### config.mk
export PLATFORM = sky130hd
export DESIGN_NAME = symmetric_fir_bandstop_filter
export DESIGN_NICKNAME = d
export VERILOG_FILES = /design/src/rtl/sfbf_pkg.sv /design/src/rtl/sfbf_ctrl.sv /design/src/rtl/sfbf_dp.sv /design/src/rtl/symmetric_fir_bandstop_filter.sv
export SDC_FILE = /design/constraint.sdc
export NUM_CORES = 2
export LEC_CHECK = 0
export BUFFER_PORTS_ARGS = -buffer_cell sky130_fd_sc_hd__buf_2
export CORE_MARGIN = 4
export CORE_UTILIZATION = 40
export DETAILED_ROUTE_END_ITERATION = 8
export PLACE_DENSITY = 0.63
export SYNTH_ARGS = -nofsm -noshare
export SYNTH_HDL_FRONTEND = slang
export SYNTH_SLANG_ARGS = --single-unit
### constraint.sdc
create_clock -name clk -period 12.6 [get_ports clk]
set_clock_uncertainty 0.1 [all_clocks]
set_input_delay 3.15 -clock clk [delete_from_list [all_inputs] [get_ports clk]]
set_output_delay 3.15 -clock clk [all_outputs]
set_load 0.1 [all_outputs]
### src/rtl/sfbf_pkg.sv
// ----------------------------------------------------------------------------
// Symmetric FIR band-stop filter package
// Shared widths, defaults, control structs and the half-filter coefficient ROM.
// ----------------------------------------------------------------------------
package sfbf_pkg;

  localparam int TAPS_DEF           = 201;
  localparam int SAMPLE_BITS_DEF    = 12;
  localparam int COEF_FRAC_BITS_DEF = 17;

  localparam int COEF_W     = 18;
  localparam int OUT_W      = 16;
  localparam int DIST_W     = 8;
  localparam int ROM_CENTER = 100;
  localparam int ROM_IDX_W  = 7;
  localparam int GUARD_W    = 8;

  typedef struct packed {
    logic start;
    logic step;
    logic load_out;
  } sfbf_cmd_t;

  typedef struct packed {
    logic last_tap;
    logic busy;
    logic out_full;
  } sfbf_stat_t;

  localparam logic signed [COEF_W-1:0] COEF_ROM [0:ROM_CENTER] = '{
    18'sd67, 18'sd64, 18'sd55, 18'sd41, 18'sd22, 18'sd0,
    -18'sd23, -18'sd45, -18'sd64, -18'sd78,
    -18'sd85, -18'sd83, -18'sd73, -18'sd54, -18'sd29, 18'sd0,
    18'sd31, 18'sd59, 18'sd83, 18'sd98,
    18'sd103, 18'sd97, 18'sd82, 18'sd58, 18'sd30, 18'sd0,
    -18'sd27, -18'sd47, -18'sd58, -18'sd58,
    -18'sd50, -18'sd36, -18'sd18, -18'sd4, 18'sd4, 18'sd0,
    -18'sd17, -18'sd48, -18'sd88, -18'sd132,
    -18'sd171, -18'sd196, -18'sd197, -18'sd166, -18'sd101, 18'sd0,
    18'sd129, 18'sd276, 18'sd423, 18'sd550,
    18'sd637, 18'sd664, 18'sd616, 18'sd487, 18'sd277, 18'sd0,
    -18'sd321, -18'sd656, -18'sd965, -18'sd1210,
    -18'sd1353, -18'sd1365, -18'sd1229, -18'sd943, -18'sd523, 18'sd0,
    18'sd577, 18'sd1150, 18'sd1655, 18'sd2031,
    18'sd2225, 18'sd2202, 18'sd1945, 18'sd1465, 18'sd797, 18'sd0,
    -18'sd851, -18'sd1667, -18'sd2361, -18'sd2852,
    -18'sd3078, -18'sd2999, -18'sd2611, -18'sd1938, -18'sd1040, 18'sd0,
    18'sd1079, 18'sd2086, 18'sd2916, 18'sd3476,
    18'sd3701, 18'sd3561, 18'sd3060, 18'sd2243, 18'sd1189, 18'sd0,
    -18'sd1203, -18'sd2298, -18'sd3172, -18'sd3736,
    18'sd127086
  };

  function automatic logic signed [COEF_W-1:0] tap_coef(input logic [DIST_W-1:0] tap_dist);
    logic [DIST_W-1:0] idx;
    idx = DIST_W'(ROM_CENTER) - tap_dist;
    if (tap_dist > DIST_W'(ROM_CENTER)) begin
      return '0;
    end
    return COEF_ROM[idx[ROM_IDX_W-1:0]];
  endfunction

endpackage

### src/rtl/sfbf_ctrl.sv
// ----------------------------------------------------------------------------
// Symmetric FIR band-stop filter controller
// Sequences one item: sample write, one tap per cycle, pipeline drain, output load.
// ----------------------------------------------------------------------------
module sfbf_ctrl
  import sfbf_pkg::*;
(
  input  logic       clk,
  input  logic       rst,
  input  logic       in_valid,
  output logic       in_ready,
  input  sfbf_stat_t stat,
  output sfbf_cmd_t  cmd
);

  localparam logic [1:0] S_IDLE  = 2'd0;
  localparam logic [1:0] S_RUN   = 2'd1;
  localparam logic [1:0] S_DRAIN = 2'd2;

  logic [1:0] state;
  logic [1:0] state_next;

  always_comb begin
    state_next   = state;
    in_ready     = 1'b0;
    cmd.start    = 1'b0;
    cmd.step     = 1'b0;
    cmd.load_out = 1'b0;
    case (state)
      S_IDLE: begin
        in_ready  = 1'b1;
        cmd.start = in_valid;
        if (in_valid) begin
          state_next = S_RUN;
        end
      end
      S_RUN: begin
        cmd.step = 1'b1;
        if (stat.last_tap) begin
          state_next = S_DRAIN;
        end
      end
      S_DRAIN: begin
        if (!stat.busy && !stat.out_full) begin
          cmd.load_out = 1'b1;
          state_next   = S_IDLE;
        end
      end
      default: begin
        state_next = S_IDLE;
      end
    endcase
  end

  always_ff @(posedge clk) begin
    if (rst) begin
      state <= S_IDLE;
    end else begin
      state <= state_next;
    end
  end

`ifndef SYNTHESIS
  a_start_runs: assert property (@(posedge clk) disable iff (rst)
    cmd.start |=> state == S_RUN)
    else $error("start did not enter run");
  a_load_free: assert property (@(posedge clk) disable iff (rst)
    cmd.load_out |-> !stat.out_full && !stat.busy)
    else $error("output loaded while full or busy");
  a_last_drains: assert property (@(posedge clk) disable iff (rst)
    cmd.step && stat.last_tap |=> state == S_DRAIN && !cmd.step)
    else $error("tap walk did not stop at last tap");
`endif

endmodule

### src/rtl/sfbf_dp.sv
// ----------------------------------------------------------------------------
// Symmetric FIR band-stop filter datapath
// Sample store, coefficient lookup, shared multiply-accumulate and output register.
// ----------------------------------------------------------------------------
module sfbf_dp
  import sfbf_pkg::*;
#(
  parameter int TAPS           = TAPS_DEF,
  parameter int SAMPLE_BITS    = SAMPLE_BITS_DEF,
  parameter int COEF_FRAC_BITS = COEF_FRAC_BITS_DEF
) (
  input  logic                   clk,
  input  logic                   rst,
  input  sfbf_cmd_t              cmd,
  output sfbf_stat_t             stat,
  input  logic [SAMPLE_BITS-1:0] sample,
  output logic [OUT_W-1:0]       filtered,
  output logic                   out_valid,
  input  logic                   out_ready
);

  localparam int PTR_W  = $clog2(TAPS);
  localparam int HALF   = (TAPS - 1) / 2;
  localparam int PROD_W = SAMPLE_BITS + 1 + COEF_W;
  localparam int ACC_W  = PROD_W + GUARD_W;

  logic [SAMPLE_BITS-1:0] mem [TAPS];
  logic [TAPS-1:0]        filled;

  logic [PTR_W-1:0] wp;
  logic [PTR_W-1:0] wp_inc;
  logic [PTR_W-1:0] rd_addr;
  logic [PTR_W-1:0] rd_addr_inc;
  logic [PTR_W-1:0] k;

  logic [DIST_W-1:0] k_ext;
  logic [DIST_W-1:0] mir;
  logic [DIST_W-1:0] d1;
  logic [DIST_W-1:0] d2;
  logic [DIST_W-1:0] tap_dist;

  logic                     v1;
  logic                     v2;
  logic [SAMPLE_BITS-1:0]   rd_data;
  logic                     rd_filled;
  logic signed [COEF_W-1:0] coef_q;
  logic signed [PROD_W-1:0] prod;
  logic signed [ACC_W-1:0]  acc;
  logic [ACC_W-1:0]         sh;
  logic [OUT_W-1:0]         clamped;

  assign wp_inc      = (wp == PTR_W'(TAPS - 1)) ? '0 : wp + 1'b1;
  assign rd_addr_inc = (rd_addr == PTR_W'(TAPS - 1)) ? '0 : rd_addr + 1'b1;

  assign k_ext    = DIST_W'(k);
  assign mir      = DIST_W'(TAPS - 1) - k_ext;
  assign d1       = (k_ext >= DIST_W'(HALF)) ? k_ext - DIST_W'(HALF) : DIST_W'(HALF) - k_ext;
  assign d2       = (mir >= DIST_W'(HALF)) ? mir - DIST_W'(HALF) : DIST_W'(HALF) - mir;
  assign tap_dist = (d2 < d1) ? d2 : d1;

  always_ff @(posedge clk) begin
    if (cmd.start) begin
      mem[wp] <= sample;
    end
    if (cmd.step) begin
      rd_data <= mem[rd_addr];
    end
  end

  always_ff @(posedge clk) begin
    if (rst) begin
      filled <= '0;
      wp     <= '0;
      v1     <= 1'b0;
      v2     <= 1'b0;
    end else begin
      if (cmd.start) begin
        filled[wp] <= 1'b1;
        wp         <= wp_inc;
      end
      v1 <= cmd.step;
      v2 <= v1;
    end
  end

  always_ff @(posedge clk) begin
    if (cmd.start) begin
      rd_addr <= wp_inc;
      k       <= '0;
      acc     <= '0;
    end else begin
      if (cmd.step) begin
        rd_addr <= rd_addr_inc;
        k       <= k + 1'b1;
      end
      if (v2) begin
        acc <= acc + ACC_W'(prod);
      end
    end
    if (cmd.step) begin
      rd_filled <= filled[rd_addr];
      coef_q    <= tap_coef(tap_dist);
    end
    if (v1) begin
      prod <= coef_q * $signed({1'b0, (rd_filled ? rd_data : {SAMPLE_BITS{1'b0}})});
    end
  end

  assign sh      = ACC_W'(unsigned'(acc)) >> COEF_FRAC_BITS;
  assign clamped = acc[ACC_W-1] ? '0 :
                   (|sh[ACC_W-1:OUT_W]) ? {OUT_W{1'b1}} : sh[OUT_W-1:0];

  always_ff @(posedge clk) begin
    if (rst) begin
      out_valid <= 1'b0;
    end else if (cmd.load_out) begin
      out_valid <= 1'b1;
    end else if (out_ready) begin
      out_valid <= 1'b0;
    end
  end

  always_ff @(posedge clk) begin
    if (cmd.load_out) begin
      filtered <= clamped;
    end
  end

  assign stat.last_tap = (k == PTR_W'(TAPS - 1));
  assign stat.busy     = v1 | v2;
  assign stat.out_full = out_valid & ~out_ready;

`ifndef SYNTHESIS
  a_wp_range: assert property (@(posedge clk) disable iff (rst)
    wp <= PTR_W'(TAPS - 1))
    else $error("write pointer out of range");
  a_pipe_order: assert property (@(posedge clk) disable iff (rst)
    cmd.step |=> v1 ##1 v2)
    else $error("tap pipeline lost a step");
`endif

endmodule

### src/rtl/symmetric_fir_bandstop_filter.sv
// ----------------------------------------------------------------------------
// Symmetric FIR band-stop filter, top level
// Accepts a new input item only after the previous result has been loaded
//   into the output register; the single multiply-accumulate unit walks
//   one tap per cycle.
// A finished result waits in the output register while the next item runs.
// Reset: synchronous, clears the controller, write pointer, store fill bits
//   (store reads as zero) and the output valid.
// ----------------------------------------------------------------------------
module symmetric_fir_bandstop_filter
  import sfbf_pkg::*;
#(
  parameter int TAPS           = TAPS_DEF,
  parameter int SAMPLE_BITS    = SAMPLE_BITS_DEF,
  parameter int COEF_FRAC_BITS = COEF_FRAC_BITS_DEF
) (
  input  logic                                 clk,
  input  logic                                 rst,
  input  logic                                 s_tvalid,
  output logic                                 s_tready,
  input  logic [((SAMPLE_BITS + 7) / 8)*8-1:0] s_tdata,   // [SAMPLE_BITS-1:0] sample
  output logic                                 m_tvalid,
  input  logic                                 m_tready,
  output logic [OUT_W-1:0]                     m_tdata    // [15:0] filtered
);

  sfbf_cmd_t  cmd;
  sfbf_stat_t stat;

  sfbf_ctrl u_ctrl (
    .clk      (clk),
    .rst      (rst),
    .in_valid (s_tvalid),
    .in_ready (s_tready),
    .stat     (stat),
    .cmd      (cmd)
  );

  sfbf_dp #(
    .TAPS           (TAPS),
    .SAMPLE_BITS    (SAMPLE_BITS),
    .COEF_FRAC_BITS (COEF_FRAC_BITS)
  ) u_dp (
    .clk       (clk),
    .rst       (rst),
    .cmd       (cmd),
    .stat      (stat),
    .sample    (s_tdata[SAMPLE_BITS-1:0]),
    .filtered  (m_tdata),
    .out_valid (m_tvalid),
    .out_ready (m_tready)
  );

endmodule

==> flow_summary_export.csv <==
group,metric,value,unit
clock_tree,post_cts.repair.setup_buffers,0,
yosys,ys.flop_type,"edfxtp_1",
floorplanning,die_y,550.4,um
floorplanning,rows,198,
placed_design,portBuffers,33,
clock_tree,clkTransAtPathRegs,0.07,ns
drt,drtPass1Iterations,6,
power_and_ir_drop,power.leakage,43.98,nW
critical_path,timing.rr.end,"u_dp.coef_q[10]",
critical_path,worstPathRequired,13.03,ns
final_layout,drive_gt1_share,23.99,%
power_and_ir_drop,peakVddDrop,0.2413,mV
timing,min_period_over_period,70.79,%
final_layout,syn_to_final_growth,12.85,%
global_route,grt-ovfl-total,0,
placed_design,globalplace.congestion,0.8054,
yosys,synth-edff-count,2494,
power_and_ir_drop,power,27.83,mW
clock_tree,cts_inserted_buffers,293,
timing,maxSlewHeadroom,3.714,%
critical_path,reg2regPathDepth,24,
critical_path,critical_path_arrival,9.35,ns
timing,fmax,112.1,MHz
placed_design,place_inst,10240,
critical_path,crit_end,"u_dp.coef_q[10]",
yosys,syn_inst,6467,
floorplanning,core_area,0.2918,mm2
yosys,ys_seq_area_share,68.07,%
floorplanning,start_util,40.33,%
yosys,ys_warn_count,0,
drt,vias,60020,
final_layout,layout_common_cells,"edfxtp_1, mux4_2, nor2_1",
drt,wl_per_cell,25.61,um
timing,post-route-min-period,8.920,ns
clock_tree,htree_levels,5,
critical_path,crit_fanout,70,
critical_path,setup.worst_path.end_class,"flip-flop",
critical_path,path_class,"reg -> reg",
drt,routed_wl,276100,um
clock_tree,cts_num_sinks,2755,
placed_design,dp_hpwl,165500,um
global_route,grt_start_max_net_pins,149,
drt,route.antenna.remaining_nets,0,
final_layout,nets,6997,
global_route,grt_use_total,18.14,%
clock_tree,cts-root-buf,"clkbuf_16",
yosys,synth_area,0.1177,mm2
final_layout,final_cell_count_no_fill,10780,
floorplanning,ios,38,
drt,drc_errors,0,
drt,routed_via_density,5.569,
timing,setup_tns,0,ns
final_layout,final_util,45.51,%
critical_path,r2r_start,"u_dp.k[1]",
yosys,synth.distinct_cells,90,
min_path,hold_class,"reg -> reg",
yosys,syn_area_per_cell,18.20,um2
final_layout,nFillCells,24680,
global_route,grt_pass1_wl,411500,um
critical_path,start_kind,"flip-flop",
clock_tree,cts_tree,"done",
yosys,synthesis.nets,6826,
timing,setup_viol,0,
floorplanning,die_area,0.3030,mm2
clock_tree,clock_latency,0.85,ns
timing,finalHoldViolations,0,
clock_tree,cts-resized-gates,0,
critical_path,startpoint,"u_dp.k[1]",
yosys,synthArstFlopShare,0,%
run,max_cap_viol_count,0,
floorplanning,die_w,550.4,um
final_layout,final_common_cell,"edfxtp_1",
critical_path,rrSetupSlack,3.68,ns
clock_tree,clock_path_buffers,4,
yosys,synth_seq_cells,2755,
timing,tightest_slew,1.439,ns
power_and_ir_drop,power.density,209.6,mW/mm2
global_route,grt_pass1_vias,61120,
global_route,antenna_found_initial,10,
timing,rsz0062_at_grt,"false",
clock_tree,cts_hold_buf,0,
drt,dr.first_iter.drc_count,6926,
status,outcome,"completed",
timing,slew_viol_final,0,
## flip-flops by register name (all words and copies together), names as in the netlist, 2 cells and up
name           flops
u_ctrl.state       2
u_dp.rd_addr       8
u_dp.filled      201
u_dp.mem        2412
u_dp.rd_data      12
u_dp.coef_q       14
u_dp.wp            8
u_dp.acc          39
u_dp.filtered     16
u_dp.prod         31
u_dp.k             8
## kinds of logic (layout without fill, tap and decap cells)
family,Yosys count,in the layout,share of synthesized area (%)
compound gates,452,452,2.706
buf+inv,678,1084,2.226
simple gates,1225,1225,4.490
other cells,0,5,0
mux,920,920,16.94
xor+xnor,98,98,0.7420
flops,2755,2755,68.07
fa+ha+maj,339,339,4.828
## worst max-delay path, stage by stage, from the launching register on
cell	delay, ns
dfxtp_1	0.56
inv_1	0.18
ha_1	0.44
xnor2_1	0.56
ha_1	0.26
nand2_1	0.12
a311oi_4	0.46
nor2_1	0.12
o311ai_0	0.70
inv_1	0.10
ha_1	0.31
a21o_1	0.19
a21o_1	0.20
a221oi_4	0.21
buf_4	0.39
mux2_2	0.46
ha_2	0.33
buf_4	0.55
clkinv_1	0.93
ha_1	0.54
mux2i_1	0.17
o21ai_1	0.12
o32ai_1	0.25
a21oi_1	0.09
a22o_1	0.24
## worst min-delay path by stage
stage          slack (ns)        startpoint               end  cells after the start
2_1_floorplan        0.33  u_dp.filled[102]  u_dp.filled[102]                      2
5_1_grt              0.38  u_dp.filled[182]  u_dp.filled[182]                      2
3_5_place_dp         0.35   u_dp.filled[34]   u_dp.filled[34]                      2
6_report             0.36   u_dp.filled[82]   u_dp.filled[82]                      2
3_3_place_gp         0.34   u_dp.filled[46]   u_dp.filled[46]                      2
4_1_cts              0.37  u_dp.filled[182]  u_dp.filled[182]                      2
## power by group
group / total (mW) / internal [mW] / switching, mW
clock: 8.55 / 5.07 / 3.49
sequential: 10.5 / 10.4 / 0.185
combinational: 8.74 / 3.70 / 5.04
## final cells by class
cell class	count	area (um2)	area share, %
sequential	2755	80120	60.32
multi-input combinational	3034	35130	26.45
clock buffer	401	8220	6.189
tap	3900	4880	3.674
timing repair buffer	244	1921	1.446
clock inverter	129	1375	1.035
inverter	310	1164	0.8761
antenna	5	12.51	0.009420
## synthesized netlist by cell type (all sizes together), types with 6 or more instances
master	instances	share of area [%]
edfxtp	2494	64
mux4	856	16
nor2	723	2.3
inv	307	0.98
dfxtp	261	4.4
clkbuf	258	0.82
nand2	199	0.63
fa	192	3.3
ha	147	1.6
buf	110	0.41
o21ai	98	0.42
and3	94	0.50
a21oi	93	0.40
xnor2	70	0.53
nand3	64	0.27
mux2i	58	0.50
nor3	38	0.17
a21o	36	0.23
a211oi	29	0.18
xor2	28	0.21
o21ba	27	0.23
nor2b	23	0.12
o21a	19	0.12
nand2b	17	0.090
and2	16	0.085
o22ai	15	0.091
a31oi	14	0.074
o211ai	13	0.083
a221oi	12	0.13
a311oi	11	0.097
o311ai	11	0.082
nand3b	9	0.057
or2	9	0.048
nand4	7	0.037
or3	7	0.037
a21boi	6	0.041
a311o	6	0.051
mux2	6	0.061
nor4	6	0.037
o31ai	6	0.038
## layer usage
metal	share of wire (%)	track usage, %	wire (um)	vias up
met5	0	0	0	-
met4	2.9	5.216	7996	0
met3	7.1	2.837	19660	422
met2	48	28.93	131700	2206
met1	42	26.00	116700	31680
li1	-	-	-	25720
## metrics by stage
step / hold slack (ns) / setup WS [ns] / area, um2
detailed placement: 0.3535 / 3.821 / 123200
floorplan: 0.3348 / 5.765 / 117700
CTS: 0.3667 / 3.822 / 132800
global route: 0.3779 / 2.963 / 132800
global placement: 0.3431 / 3.726 / 123200
finish: 0.3606 / 3.680 / 132800
(Power assumes the default switching activity.)
